### src/design/mvr_pkg.sv
`timescale 1ns / 1ps
package mvr_pkg;

  localparam int CHANNELS = 3;
  localparam int CH_W = (CHANNELS > 1) ? $clog2(CHANNELS) : 1;
  localparam logic [4:0] CH_LIMIT = 5'(CHANNELS);
  localparam int LEN_W = 26;
  localparam int QUEUE_DEPTH = 2;
  localparam int QP_W = $clog2(QUEUE_DEPTH);

  localparam logic [15:0] STEP_RESET = 16'd150;
  localparam logic [6:0] MAX_VOL = 7'd100;
  localparam logic [9:0] MS_PER_S = 10'd1000;

  typedef enum logic [1:0] {
    CMD_TICK   = 2'd0,
    CMD_SET    = 2'd1,
    CMD_FADE   = 2'd2,
    CMD_CANCEL = 2'd3
  } cmd_e;

  typedef enum logic {
    ACT_SET  = 1'b0,
    ACT_STOP = 1'b1
  } act_e;

  typedef enum logic [3:0] {
    B_IDLE, B_DISP, B_TLOAD, B_TEVAL, B_MUL, B_DIV, B_TCMP,
    B_E0, B_E1, B_E2, B_SETV, B_FROM, B_FIN
  } back_state_e;

  // One classified command as it waits between the front and the back.
  typedef struct packed {
    cmd_e             kind;
    logic [CH_W-1:0]  ch;
    logic [31:0]      now;
    logic [6:0]       lvl_a;   // set level, or fade start level
    logic [6:0]       lvl_b;   // fade end level
    logic [LEN_W-1:0] len;     // fade length in ms
    logic             stop;
    logic [6:0]       rest;
    logic [6:0]       pvol;    // fallback current volume from the poll
  } entry_t;

  typedef struct packed {
    act_e       action;
    logic [1:0] ch;
    logic [6:0] level;
  } result_t;

  function automatic logic [6:0] clamp_vol(input logic signed [10:0] v);
    logic [6:0] r;
    if (v < 0) r = 7'd0;
    else if (v > 11'sd100) r = MAX_VOL;
    else r = v[6:0];
    return r;
  endfunction

endpackage

### src/design/mvr_queue.sv
`timescale 1ns / 1ps
module mvr_queue import mvr_pkg::*; (
  input  logic   clk_i,
  input  logic   rst_ni,
  input  logic   push_i,
  input  entry_t entry_i,
  input  logic   pop_i,
  output entry_t entry_o,
  output logic   empty_o,
  output logic   full_o
);

  entry_t          mem_q [QUEUE_DEPTH];
  logic [QP_W-1:0] wr_ptr_q, rd_ptr_q;
  logic [QP_W:0]   cnt_q;

  assign empty_o = (cnt_q == '0);
  assign full_o  = (cnt_q == (QP_W+1)'(QUEUE_DEPTH));
  assign entry_o = mem_q[rd_ptr_q];

  always_ff @(posedge clk_i) begin
    if (push_i) begin
      mem_q[wr_ptr_q] <= entry_i;
    end
  end

  always_ff @(posedge clk_i or negedge rst_ni) begin
    if (!rst_ni) begin
      wr_ptr_q <= '0;
      rd_ptr_q <= '0;
      cnt_q    <= '0;
    end else begin
      if (push_i) wr_ptr_q <= wr_ptr_q + 1'b1;
      if (pop_i)  rd_ptr_q <= rd_ptr_q + 1'b1;
      if (push_i && !pop_i) cnt_q <= cnt_q + 1'b1;
      else if (pop_i && !push_i) cnt_q <= cnt_q - 1'b1;
    end
  end

endmodule

### src/design/mvr_front.sv
`timescale 1ns / 1ps
module mvr_front import mvr_pkg::*; (
  input  logic               valid_i,
  output logic               ready_o,
  input  cmd_e               cmd_i,
  input  logic [1:0]         channel_i,
  input  logic [31:0]        now_ms_i,
  input  logic signed [10:0] level_i,
  input  logic signed [10:0] start_level_i,
  input  logic signed [10:0] end_level_i,
  input  logic [15:0]        duration_seconds_i,
  input  logic               stop_at_end_i,
  input  logic [6:0]         restore_level_i,
  input  logic [6:0]         polled_volume_i,
  input  logic               full_i,
  output logic               push_o,
  output entry_t             entry_o
);

  logic ch_ok;

  assign ch_ok   = ({3'b000, channel_i} < CH_LIMIT);
  assign ready_o = !full_i;
  // Commands for a missing channel are taken and dropped here.
  assign push_o  = valid_i && !full_i && (cmd_i == CMD_TICK || ch_ok);

  always_comb begin
    entry_o.kind  = cmd_i;
    entry_o.ch    = CH_W'(channel_i);
    entry_o.now   = now_ms_i;
    entry_o.lvl_a = (cmd_i == CMD_SET) ? clamp_vol(level_i) : clamp_vol(start_level_i);
    entry_o.lvl_b = clamp_vol(end_level_i);
    entry_o.len   = LEN_W'(duration_seconds_i) * LEN_W'(MS_PER_S);
    entry_o.stop  = stop_at_end_i;
    entry_o.rest  = (restore_level_i > MAX_VOL) ? MAX_VOL : restore_level_i;
    if (polled_volume_i == 7'd0) entry_o.pvol = MAX_VOL;
    else if (polled_volume_i > MAX_VOL) entry_o.pvol = MAX_VOL;
    else entry_o.pvol = polled_volume_i;
  end

endmodule

### src/design/mvr_back.sv
`timescale 1ns / 1ps
module mvr_back import mvr_pkg::*; (
  input  logic        clk_i,
  input  logic        rst_ni,
  input  logic        empty_i,
  input  entry_t      entry_i,
  output logic        pop_o,
  input  logic [15:0] step_ms_i,
  output logic        out_valid_o,
  input  logic        out_ready_i,
  output result_t     out_res_o,
  output logic        out_last_o
);

  back_state_e state_q, state_d;

  entry_t          item_q;
  logic [CH_W-1:0] cidx_q;

  logic             act_q   [CHANNELS];
  logic             setv_q  [CHANNELS];
  logic [6:0]       setl_q  [CHANNELS];
  logic [6:0]       from_q  [CHANNELS];
  logic [6:0]       to_q    [CHANNELS];
  logic [31:0]      start_q [CHANNELS];
  logic [LEN_W-1:0] len_q   [CHANNELS];
  logic [31:0]      next_q  [CHANNELS];
  logic [6:0]       lsent_q [CHANNELS];
  logic             stops_q [CHANNELS];
  logic [6:0]       rest_q  [CHANNELS];

  logic [31:0] elapsed_q;
  logic [32:0] rem_q;
  logic        neg_q;
  logic [6:0]  quo_q;
  logic [2:0]  k_q;
  logic [6:0]  seq_to_q, seq_rest_q;
  logic        seq_stop_q;

  logic    pend_v_q, ov_q;
  result_t pend_q, out_q;
  logic    olast_q;

  logic       last_ch, elapsed_ge, early, div_ge, out_free, emit_ok;
  logic       emit_req, emit_do, fin_move, inc_ch;
  result_t    emit_res;
  logic [6:0] curvol, vclamp, mag;
  logic [7:0] diff;
  logic [8:0] vsum;
  logic [32:0] shifted;
  back_state_e adv_state, done_state;

  assign last_ch    = (cidx_q == CH_W'(CHANNELS - 1));
  assign elapsed_ge = (elapsed_q >= 32'(len_q[cidx_q]));
  assign early      = (item_q.now < next_q[cidx_q]);
  assign shifted    = 33'(len_q[cidx_q]) << k_q;
  assign div_ge     = (rem_q >= shifted);
  assign curvol     = setv_q[cidx_q] ? setl_q[cidx_q] : item_q.pvol;
  assign diff       = {1'b0, to_q[cidx_q]} - {1'b0, from_q[cidx_q]};
  assign mag        = diff[7] ? 7'(-diff) : diff[6:0];
  assign vsum       = neg_q ? ({2'b00, from_q[cidx_q]} - {2'b00, quo_q})
                            : ({2'b00, from_q[cidx_q]} + {2'b00, quo_q});
  assign vclamp     = vsum[8] ? 7'd0 : ((vsum > 9'(MAX_VOL)) ? MAX_VOL : vsum[6:0]);
  assign out_free   = !ov_q || out_ready_i;
  assign emit_ok    = !pend_v_q || out_free;
  assign emit_do    = emit_req && emit_ok;
  assign adv_state  = last_ch ? B_FIN : B_TLOAD;
  assign done_state = (item_q.kind == CMD_TICK) ? adv_state : B_FIN;

  assign out_valid_o = ov_q;
  assign out_res_o   = out_q;
  assign out_last_o  = olast_q;

  always_ff @(posedge clk_i or negedge rst_ni) begin
    if (!rst_ni) state_q <= B_IDLE;
    else state_q <= state_d;
  end

  always_comb begin
    state_d  = state_q;
    pop_o    = 1'b0;
    emit_req = 1'b0;
    emit_res = '{action: ACT_SET, ch: 2'(cidx_q), level: 7'd0};
    fin_move = 1'b0;
    inc_ch   = 1'b0;
    unique case (state_q)
      B_IDLE: begin
        if (!empty_i) begin
          pop_o   = 1'b1;
          state_d = B_DISP;
        end
      end
      B_DISP: begin
        unique case (item_q.kind)
          CMD_TICK:   state_d = B_TLOAD;
          CMD_SET:    state_d = B_SETV;
          CMD_CANCEL: state_d = B_FIN;
          CMD_FADE: begin
            if (item_q.len == '0) state_d = B_E0;
            else if (item_q.lvl_a != curvol) state_d = B_FROM;
            else state_d = B_FIN;
          end
        endcase
      end
      B_TLOAD: begin
        if (act_q[cidx_q]) state_d = B_TEVAL;
        else begin
          state_d = adv_state;
          inc_ch  = !last_ch;
        end
      end
      B_TEVAL: begin
        if (elapsed_ge) state_d = B_E0;
        else if (early) begin
          state_d = adv_state;
          inc_ch  = !last_ch;
        end else state_d = B_MUL;
      end
      B_MUL: state_d = B_DIV;
      B_DIV: if (k_q == 3'd0) state_d = B_TCMP;
      B_TCMP: begin
        if (vclamp != lsent_q[cidx_q]) begin
          emit_req       = 1'b1;
          emit_res.level = vclamp;
          if (emit_ok) begin
            state_d = adv_state;
            inc_ch  = !last_ch;
          end
        end else begin
          state_d = adv_state;
          inc_ch  = !last_ch;
        end
      end
      B_E0: begin
        emit_req       = 1'b1;
        emit_res.level = seq_to_q;
        if (emit_ok) begin
          state_d = seq_stop_q ? B_E1 : done_state;
          inc_ch  = !seq_stop_q && item_q.kind == CMD_TICK && !last_ch;
        end
      end
      B_E1: begin
        emit_req        = 1'b1;
        emit_res.action = ACT_STOP;
        if (emit_ok) state_d = B_E2;
      end
      B_E2: begin
        emit_req       = 1'b1;
        emit_res.level = seq_rest_q;
        if (emit_ok) begin
          state_d = done_state;
          inc_ch  = item_q.kind == CMD_TICK && !last_ch;
        end
      end
      B_SETV, B_FROM: begin
        emit_req       = 1'b1;
        emit_res.level = item_q.lvl_a;
        if (emit_ok) state_d = B_FIN;
      end
      B_FIN: begin
        if (!pend_v_q) state_d = B_IDLE;
        else if (out_free) begin
          fin_move = 1'b1;
          state_d  = B_IDLE;
        end
      end
      default: state_d = B_IDLE;
    endcase
  end

  // Channel state: the active-fade and settled-volume flags and the channel index.
  always_ff @(posedge clk_i or negedge rst_ni) begin
    if (!rst_ni) begin
      for (int i = 0; i < CHANNELS; i++) begin
        act_q[i]  <= 1'b0;
        setv_q[i] <= 1'b0;
      end
      cidx_q <= '0;
    end else begin
      if (inc_ch) cidx_q <= cidx_q + 1'b1;
      unique case (state_q)
        B_IDLE: begin
          if (pop_o) cidx_q <= (entry_i.kind == CMD_TICK) ? '0 : entry_i.ch;
        end
        B_DISP: begin
          // Any channel command ends the running fade; a timed fade starts anew.
          if (item_q.kind != CMD_TICK) begin
            act_q[cidx_q] <= (item_q.kind == CMD_FADE && item_q.len != '0);
          end
        end
        B_E0: begin
          if (emit_do && !seq_stop_q) begin
            setv_q[cidx_q] <= 1'b1;
            act_q[cidx_q]  <= 1'b0;
          end
        end
        B_E2, B_SETV: begin
          if (emit_do) begin
            setv_q[cidx_q] <= 1'b1;
            act_q[cidx_q]  <= 1'b0;
          end
        end
        default: ;
      endcase
    end
  end

  always_ff @(posedge clk_i) begin
    unique case (state_q)
      B_IDLE: if (pop_o) item_q <= entry_i;
      B_DISP: begin
        seq_to_q   <= item_q.lvl_b;
        seq_stop_q <= item_q.stop;
        seq_rest_q <= item_q.rest;
        if (item_q.kind == CMD_FADE && item_q.len != '0) begin
          from_q[cidx_q]  <= item_q.lvl_a;
          to_q[cidx_q]    <= item_q.lvl_b;
          start_q[cidx_q] <= item_q.now;
          len_q[cidx_q]   <= item_q.len;
          next_q[cidx_q]  <= '0;
          lsent_q[cidx_q] <= item_q.lvl_a;
          stops_q[cidx_q] <= item_q.stop;
          rest_q[cidx_q]  <= item_q.rest;
        end
      end
      B_TLOAD: elapsed_q <= item_q.now - start_q[cidx_q];
      B_TEVAL: begin
        seq_to_q   <= to_q[cidx_q];
        seq_stop_q <= stops_q[cidx_q];
        seq_rest_q <= rest_q[cidx_q];
        if (!elapsed_ge && !early) next_q[cidx_q] <= item_q.now + 32'(step_ms_i);
      end
      B_MUL: begin
        rem_q <= 33'(mag) * 33'(elapsed_q[LEN_W-1:0]);
        neg_q <= diff[7];
        quo_q <= '0;
        k_q   <= 3'd6;
      end
      B_DIV: begin
        if (div_ge) begin
          rem_q      <= rem_q - shifted;
          quo_q[k_q] <= 1'b1;
        end
        k_q <= k_q - 1'b1;
      end
      B_TCMP: if (emit_do) lsent_q[cidx_q] <= vclamp;
      B_E0: if (emit_do && !seq_stop_q) setl_q[cidx_q] <= seq_to_q;
      B_E2: if (emit_do) setl_q[cidx_q] <= seq_rest_q;
      B_SETV: if (emit_do) setl_q[cidx_q] <= item_q.lvl_a;
      default: ;
    endcase
  end

  // A result waits in the pending slot until the next one or the end of the
  // item decides whether it is the last.
  always_ff @(posedge clk_i or negedge rst_ni) begin
    if (!rst_ni) begin
      pend_v_q <= 1'b0;
      ov_q     <= 1'b0;
    end else begin
      if ((emit_do && pend_v_q) || fin_move) ov_q <= 1'b1;
      else if (out_ready_i) ov_q <= 1'b0;
      if (emit_do) pend_v_q <= 1'b1;
      else if (fin_move) pend_v_q <= 1'b0;
    end
  end

  always_ff @(posedge clk_i) begin
    if ((emit_do && pend_v_q) || fin_move) begin
      out_q   <= pend_q;
      olast_q <= fin_move;
    end
    if (emit_do) pend_q <= emit_res;
  end

endmodule

### src/design/multichannel_volume_ramp.sv
`timescale 1ns / 1ps
// Volume fade controller for CHANNELS audio channels.
// Commands arrive on the s_axis channel: tuser carries the command (tick, set
// volume, start fade, cancel fade) and tdata the operands. Each command
// yields zero to nine result items on m_axis: tuser is the action (set
// volume or stop playback), tdata the channel and level, and tlast marks the
// final result of a command. A command that yields nothing raises no tlast.
// A front stage classifies commands into a two-entry queue; the back stage
// executes one command at a time against the per-channel fade state.
// A tick visits every channel in turn: an idle channel and one still inside its
// step interval are passed over, a finishing fade emits its end level (then the
// stop and the restore if asked), and an intermediate step forms the
// interpolated level with a 7-step restoring divider. Each result is held back
// one slot until tlast is known.
// The fade step interval sits in APB register 0 (reset 150 ms).
// Reset clears all fades and marks each settled volume as unknown.
// When the receiver stalls, the back stage halts with its result held, and
// the queue keeps taking commands until it fills.
module multichannel_volume_ramp import mvr_pkg::*; (
  input  logic         clk_i,
  input  logic         rst_ni,
  input  logic         s_axis_tvalid_i,
  output logic         s_axis_tready_o,
  // channel[1:0], now_ms[33:2], level[44:34], start_level[55:45],
  // end_level[66:56], duration_seconds[82:67], stop_at_end[83],
  // restore_level[90:84], polled_volume[97:91], zero fill above
  input  logic [103:0] s_axis_tdata_i,
  // cmd[1:0]
  input  logic [1:0]   s_axis_tuser_i,
  output logic         m_axis_tvalid_o,
  input  logic         m_axis_tready_i,
  // out_channel[1:0], out_level[8:2], zero fill above
  output logic [15:0]  m_axis_tdata_o,
  // action[0]
  output logic         m_axis_tuser_o,
  output logic         m_axis_tlast_o,
  input  logic         psel,
  input  logic         penable,
  input  logic         pwrite,
  input  logic [2:0]   paddr,
  input  logic [31:0]  pwdata,
  output logic [31:0]  prdata,
  output logic         pready
);

  logic [15:0] step_q;
  logic        q_push, q_pop, q_empty, q_full;
  entry_t      q_in, q_out;
  result_t     res;
  logic        res_last;

  // Configuration: only register 0, the fade step interval.
  assign pready = 1'b1;
  assign prdata = (paddr[2] == 1'b0) ? {16'd0, step_q} : 32'd0;

  always_ff @(posedge clk_i or negedge rst_ni) begin
    if (!rst_ni) step_q <= STEP_RESET;
    else if (psel && penable && pwrite && paddr[2] == 1'b0) step_q <= pwdata[15:0];
  end

  mvr_front u_front (
    .valid_i            (s_axis_tvalid_i),
    .ready_o            (s_axis_tready_o),
    .cmd_i              (cmd_e'(s_axis_tuser_i)),
    .channel_i          (s_axis_tdata_i[1:0]),
    .now_ms_i           (s_axis_tdata_i[33:2]),
    .level_i            (s_axis_tdata_i[44:34]),
    .start_level_i      (s_axis_tdata_i[55:45]),
    .end_level_i        (s_axis_tdata_i[66:56]),
    .duration_seconds_i (s_axis_tdata_i[82:67]),
    .stop_at_end_i      (s_axis_tdata_i[83]),
    .restore_level_i    (s_axis_tdata_i[90:84]),
    .polled_volume_i    (s_axis_tdata_i[97:91]),
    .full_i             (q_full),
    .push_o             (q_push),
    .entry_o            (q_in)
  );

  mvr_queue u_queue (
    .clk_i   (clk_i),
    .rst_ni  (rst_ni),
    .push_i  (q_push),
    .entry_i (q_in),
    .pop_i   (q_pop),
    .entry_o (q_out),
    .empty_o (q_empty),
    .full_o  (q_full)
  );

  mvr_back u_back (
    .clk_i       (clk_i),
    .rst_ni      (rst_ni),
    .empty_i     (q_empty),
    .entry_i     (q_out),
    .pop_o       (q_pop),
    .step_ms_i   (step_q),
    .out_valid_o (m_axis_tvalid_o),
    .out_ready_i (m_axis_tready_i),
    .out_res_o   (res),
    .out_last_o  (res_last)
  );

  assign m_axis_tdata_o = {7'd0, res.level, res.ch};
  assign m_axis_tuser_o = res.action;
  assign m_axis_tlast_o = res_last;

  // A stop is always followed by the restore write, so it never ends a command.
  a_stop_not_last: assert property (@(posedge clk_i) disable iff (!rst_ni)
    (m_axis_tvalid_o && res.action == ACT_STOP) |-> !m_axis_tlast_o)
    else $error("stop result marked last");

  a_level_range: assert property (@(posedge clk_i) disable iff (!rst_ni)
    m_axis_tvalid_o |-> (res.level <= MAX_VOL))
    else $error("result level above range");

  a_no_overflow: assert property (@(posedge clk_i) disable iff (!rst_ni)
    q_push |-> !q_full)
    else $error("queue push while full");

  a_pop_nonempty: assert property (@(posedge clk_i) disable iff (!rst_ni)
    q_pop |-> !q_empty)
    else $error("queue pop while empty");

endmodule
### config.mk
export PLATFORM = sky130hd
export DESIGN_NAME = multichannel_volume_ramp
export DESIGN_NICKNAME = d
export VERILOG_FILES = /design/src/design/mvr_pkg.sv /design/src/design/mvr_queue.sv /design/src/design/mvr_front.sv /design/src/design/mvr_back.sv /design/src/design/multichannel_volume_ramp.sv
export SDC_FILE = /design/constraint.sdc
export NUM_CORES = 2
export LEC_CHECK = 0
export BUFFER_PORTS_ARGS = -buffer_cell sky130_fd_sc_hd__buf_2
export CAP_MARGIN = 20
export CORE_MARGIN = 2
export CORE_UTILIZATION = 30
export CTS_BUF_LIST = sky130_fd_sc_hd__clkbuf_4 sky130_fd_sc_hd__clkbuf_8 sky130_fd_sc_hd__clkbuf_16
export DETAILED_ROUTE_END_ITERATION = 12
export PLACE_DENSITY = 0.57
export SLEW_MARGIN = 20
export SYNTH_ARGS = -nofsm -noshare
export SYNTH_HDL_FRONTEND = slang
export SYNTH_HIERARCHICAL = 1
export SYNTH_SLANG_ARGS = --single-unit
export TNS_END_PERCENT = 1
### constraint.sdc
create_clock -name clk_i -period 20.5 [get_ports clk_i]
set_clock_uncertainty 0.15 [all_clocks]
set_input_delay 4.1 -clock clk_i [delete_from_list [all_inputs] [get_ports clk_i]]
set_output_delay 4.1 -clock clk_i [all_outputs]
set_load 0.01 [all_outputs]
* Word-level counts from Yosys, hierarchy flattened *
Memories as Yosys holds them, arrays and structs flattened.
Index checks and enable logic that the tools add are counted.

cells by class
  add/sub/neg operators = 13
  $mul = 2
  $lt $le $gt $ge = 17
  equal/unequal tests = 32
  shift operators = 1
  multiplexer cells = 112
  bitwise gates (word level) = 10
  reductions and logical operators = 55

operators by type and width
  cell                     number
  $mux W7                  19
  $mux W4                  17
  $pmux W33 S2             1
  $pmux W4 S12             1
  $mux W1                  42
  $pmux W7 S2              3
  $ge A33 B33 Y1           1
  $gt A11 B8 Y1 const B    3
  $lt A11 B1 Y1 const B    3
  $mul A7 B26 Y33          1
  $mux W33                 1
  $shl A26 B3 Y33          1
  $sub A33 B33 Y33         1
  $add A32 B16 Y32         1
  $ge A32 B26 Y1           1
  $lt A32 B32 Y1           1
  $mux W32                 1
  $sub A32 B32 Y32         1
  $pmux W7 S4              1
  $logic_not A26 Y1        1
  $reduce_bool A26 Y1      1
  $mul A16 B7 Y23 const B  1
  $eq A4 B4 Y1 const B     5
  $mux W3                  6
  58 further kinds         128

storage, ports and cells
  bits in registers = 235
  bits in writable memories = 554
  bits of input ports = 148
  output and inout bits = 53
  logic and storage cells = 289
  memories kept = 10

memories
  name             depth  bits a word  read ports  clocked after Yosys merged registers in  wr ports  line             source
  u_queue.mem_q    2      88           1           0                                        1         mvr_queue.sv:13  entry_t mem_q [QUEUE_DEPTH];
  u_back.next_q    3      32           1           0                                        1         mvr_back.sv:27   logic [31:0] next_q [CHANNELS];
  u_back.start_q   3      32           1           0                                        1         mvr_back.sv:25   logic [31:0] start_q [CHANNELS];
  u_back.len_q     3      26           1           0                                        1         mvr_back.sv:26   logic [LEN_W-1:0] len_q [CHANNELS];
  u_back.from_q    3      7            1           0                                        1         mvr_back.sv:23   logic [6:0] from_q [CHANNELS];
  u_back.lsent_q   3      7            1           0                                        1         mvr_back.sv:28   logic [6:0] lsent_q [CHANNELS];
  4 more memories  n/a    n/a          n/a         n/a                                      n/a       n/a

* Longest topological paths before layout *
An unclocked memory read counts as a cell.

  depth in word-level cells = 16
  gate-level depth with buffers = 40
  gate-level depth less buffers = 33

* Cells and area by module *
Netlist, hierarchy kept.

by module, submodules not included
  module                    instances  cells each  area each (sq um)  seq. area each (sq um)
  mvr_back                  1          3147        35549.1            17737.0
  mvr_queue                 1          299         7153.1             5565.3
  mvr_front                 1          421         3542.1             0.0
  multichannel_volume_ramp  1          77          957.2              405.4

* Least setup slack after synthesis *
No wires, ideal clock.

  path type = register to register
  start = reg u_back.state_q[1]
  end = reg u_queue.cnt_q[1]
  setup time = 0.079 ns
  arrival time = 10.971 ns
  data required time = 20.271 ns
  setup slack = 9.300 ns
  stages on the path, launching flop included = 9
  buffers on the path = 2
  period minus slack after synthesis = 11.200 ns
  path through = dfrtp_1 clkbuf_1 or2_2 clkbuf_1 nor4_1 inv_1 ha_1 nor2_1 xor2_1

between the ends
  word-level cells in the longest chain between the ends = 5
  elaborated cells on any way between the ends = 7
  those cells by class = mux (2); reduce/logical (5)

ends and longest elaborated chain
  element                                        line                            source
  start: declaration                             mvr_back.sv:15                  back_state_e state_q, state_d;
  start signal: assignment                       mvr_back.sv:76                  else state_q <= state_d;
  $logic_not A4 Y1 (*)                           mvr_back.sv:86                  unique case (state_q)
  $mux W1 (*)                                    mvr_back.sv:86
  net q_pop                                      multichannel_volume_ramp.sv:47  logic q_push, q_pop, q_empty, q_full;
  $logic_not A1 Y1                               mvr_queue.sv:35                 if (push_i && !pop_i) cnt_q <= cnt_q + 1'b1;
  $logic_and A1 B1 Y1                            mvr_queue.sv:35
  $mux W2 or $reduce_bool A2 Y1 (tied branches)  n/a
  end signal: assignment                         mvr_queue.sv:35
  end signal: assignment                         mvr_queue.sv:36                 else if (pop_i && !push_i) cnt_q <= cnt_q - 1'b1;
  end: declaration                               mvr_queue.sv:15                 logic [QP_W:0] cnt_q;

The timed path passes the listed nets; every way through them passes the cells marked *.
A chain may end at the register's enable or synchronous reset.

* Worst setup path in the final report *
  start = reg u_back.cidx_q[1]
  end = reg u_back.rem_q[32] (data pin)

between the ends
  elaborated cells on any way between the ends = 11
  those cells by class = add/sub (3); mul (1); shift (1); mux (3); memory (3)

RTL lines
  element                           line             source
  start: declaration                mvr_back.sv:18   logic [CH_W-1:0] cidx_q;
  start signal: assignment          mvr_back.sv:180  if (inc_ch) cidx_q <= cidx_q + 1'b1;
  start signal: assignment          mvr_back.sv:183  if (pop_o) cidx_q <= (entry_i.kind == CMD_TICK) ? '0 : entry_i.ch;
  $mem_v2 Z3 W7 (on tied branches)  n/a
  $sub A7 B7 Y8 (*)                 mvr_back.sv:59   assign diff = {1'b0, to_q[cidx_q]} - {1'b0, from_q[cidx_q]};
  net u_back.diff[7]                mvr_back.sv:48   logic [7:0] diff;
  $mux W7 (*)                       mvr_back.sv:60   assign mag = diff[7] ? 7'(-diff) : diff[6:0];
  $mul A7 B26 Y33 (*)               mvr_back.sv:234  rem_q <= 33'(mag) * 33'(elapsed_q[LEN_W-1:0]);
  $pmux W33 S2 (*)                  mvr_back.sv:209  unique case (state_q)
  end signal: assignment            mvr_back.sv:234
  end signal: assignment            mvr_back.sv:241  rem_q <= rem_q - shifted;
  end: declaration                  mvr_back.sv:33   logic [32:0] rem_q;

The timed path passes the listed nets; every way through them passes the cells marked *. The select of a mux whose other input is x is not followed.

==> out/results.txt <==
Entering global routing, the biggest net connects 95 pins. The maximum frequency from static timing analysis was 92.1 MHz; the arrival time of data at the critical path endpoint was 11.10 ns. The total routing usage reported by global routing was 12.8%. The HPWL after detailed placement is 74.0 mm. The first global-routing pass estimated 165 mm of wire. The biggest cell delay along the critical path is 0.76 ns. For this run, global-route usage on met2 was measured as 21.7%.

Total via count in the routed design: 29,600. STA classifies the critical path endpoint as a flip-flop. Summed over all failing endpoints, the final setup total negative slack is 0 ns. For the boundary pin count, the log shows 201.

The number of warning messages in the yosys log is 6, and the share of layout cells above drive strength 1 is 12.5%. Global routing finished with a remaining overflow of 0. The global-route layer with the greatest usage was met2. In this run, synthesis inferred 761 flip-flops with an integrated enable. Setup violations remaining at the end of the flow were counted as 0. In this run the remaining antenna-violating nets after routing total 0. The die covers 161,000 um^2.

The worst hold path belongs to the class reg2reg. Using the TritonRoute via totals, the vias-per-cell ratio works out to 4.78. In this run, CTS created clock tree buffers numbering 81.

For this run, the register share of the synthesized area comes to 50.2%. After detailed routing, the average wire length per cell comes to 16.7 um. For this design, the CTS-stage hold fixing added 0 buffers. The number of max-slew violations in the final report is 0. The tools report the number of antenna violations at the first check in global routing as 5. After layout, the worst path uses 53.0% of the clock period. After clock tree synthesis, the setup repair step added 0 buffers. The total of flip-flops plus latches after synthesis was 795; the max-slew headroom at the worst pin was 32.1%. The mapped netlist covers 47,200 um^2.

The tools report the distinct cell type count of the synthesized netlist as 86. The tree is rooted in a clkbuf_16. The average instance area after synthesis was 12.0 um^2; the count of buffers from port buffering was 152.

For the final number of hold-violating endpoints, the log shows 0. Leaving out fill and tap cells, the most frequent cells in the layout are 761 x edfxtp_1, 357 x inv_1, 345 x nor2_1, 271 x ha_1, 262 x a21oi_1. The floorplan step defined a core boundary enclosing 156,000 um^2.

Wires add up to 103 mm. For this run, global-route usage on met1 was measured as 16.8%. The number of global-route vias before repair came out at 29,600. The cell family contributing the most delay on the critical path is compound AO/OA/AOI/OAI gates. The die is 401 um wide. The slew of the pin with the lowest slew margin is 1.02 ns. Leaving out fill and tap cells, the most frequent cell in the layout is edfxtp_1.

At the end of the flow, the number of nets in the layout was 4,656. The critical path contains buffers and inverters numbering 7 combined. For the worst setup path, the data required time is 20.75 ns. Setup repair after global routing left no endpoint under its margin. The tools report the number of DRC markers in iteration 0 as 2,127. The tool flagged a number of max-cap violations equal to 0.

STA classifies the critical path startpoint as a flip-flop. The flow ran to the end, and the final reports show no timing, DRC or antenna violations. The highest fanout seen on the critical path works out to 85. The clock transition at the register clock pins on the worst setup and hold paths after CTS is 0.06 ns, and the clock latency on the worst-skew pair is 0.67 ns. The first TritonRoute pass finished after 7 iterations.

The initial core utilization is 30.2%, and the gate count after technology mapping is 3,944. Slowest cell on the critical path: dfrtp_4. The tools report the total of fill cells in the finished design as 15,400. The setup path with the least slack is of type reg2reg.

The count of cells resized by post-cts repair came out at 0. No sink is reached through more buffers than the 3 on the longest clock path. Global routing consumed, on the met3 layer, 1.97% of the routing resources. TritonCTS built the clock tree. The logs give 795 for the CTS sink count and 3 for the count of H-tree levels built during CTS.

Subtracting the final worst setup slack from the clock period gives 10.86 ns. The growth of design area from synthesis to finish is 11.7%, and the die boundary height is 401 um. The most used flip-flop cell after synthesis is edfxtp_1. The run gives 145 as the site row count. For this run, design rule violations remaining after detail routing come to 0. The async set-reset flop share out of synthesis was 4.28%; the final RePlAce weighted congestion was 0.875.
-- per-layer routing --
layer  wire [um]  part of all wire (%)  up-vias
met4        2550                   2.5        0
met2       49800                    48      619
met5           0                     0        -
met3        4500                   4.4      137
li1            -                     -    14200
met1       46600                    45    14600
-- path summary, 6_finish.rpt --
check                                 start                   to  slack, ns  cells after the start
max                        u_back/cidx_q[1]     u_back/rem_q[32]       9.64                     33
min                        u_back/pend_q[6]  u_back/out_res_o[6]       0.27                      0
max reg2reg                u_back/cidx_q[1]     u_back/rem_q[32]       9.64                     33
min reg2reg                u_back/pend_q[6]  u_back/out_res_o[6]       0.27                      0
max in group asynchronous            rst_ni     u_queue/rd_ptr_q      16.27                      2
min in group asynchronous            rst_ni   u_back/out_valid_o       3.38                      2
-- per-stage QoR --
stage	worst slack [ns]	util, %	cell area [um^2]	instances	hold slack, ns
2_1_floorplan	9.30	-	47300	3968	0.250
5_1_grt	8.73	33.7	52700	6184	0.272
6_report	9.64	33.7	52700	6184	0.266
3_3_place_gp	9.68	32.0	50000	6035	0.251
4_1_cts	9.50	33.7	52700	6183	0.268
3_5_place_dp	9.54	32.0	50000	6035	0.256
-- sequential cells by signal, summed over array words and instances, names as in the netlist, 4 cells and up --
register           flops
u_back/rem_q          33
u_back/item_q         89
u_back/pend_q         10
u_back/next_q         96
u_back/out_res_o      10
u_back/seq_to_q        7
u_back/quo_q           7
u_back/from_q         21
u_back/state_q         4
u_queue/mem_q        182
u_back/start_q        96
step_q                16
u_back/seq_rest_q      7
u_back/to_q           21
u_back/len_q          78
u_back/lsent_q        21
u_back/elapsed_q      32
u_back/rest_q         21
u_back/setl_q         21
-- final cells by class --
class | count | area [um^2] | area share, %
Multi-Input combinational cell | 2624 | 21300 | 40.3
Antenna cell | 1 | 2.50 | 0.00475
Tap cell | 2058 | 2570 | 4.88
Clock buffer | 101 | 2250 | 4.27
Sequential cell | 795 | 23700 | 45.0
Inverter | 362 | 1360 | 2.58
Clock inverter | 47 | 450 | 0.854
Timing Repair Buffer | 196 | 1100 | 2.09
-- Yosys cell counts, types with 36 or more instances --
library cell  number  area, um^2
xor2_1            57         499
nor3_1            36         180
fa_1             177        3540
xnor2_1          102         893
buf_4             71         533
clkbuf_1          75         282
nor2b_1           87         544
nor2_1           348        1310
and2_1            44         275
edfxtp_1         761       22900
mux2i_1          183        1830
a21oi_1          265        1330
o21ai_0          147         736
nand3_1           46         230
inv_1            357        1340
mux2_4            95        1430
ha_1             271        3390
a21o_1            50         375
nand2b_1          57         357
nand2_1          229         860
-- cell families after synthesis --
logic type      share of synthesized area (%)
simple gates                             9.99
flops                                    50.2
compound gates                           9.24
buf+inv                                  5.25
fa+ha+maj                                14.7
mux                                      7.62
xor+xnor                                 2.95
other cells                            0.0239
Power is left out: the tool's default activity adds up to more than one toggle a clock period on the data nets, which glitch-free logic cannot reach.
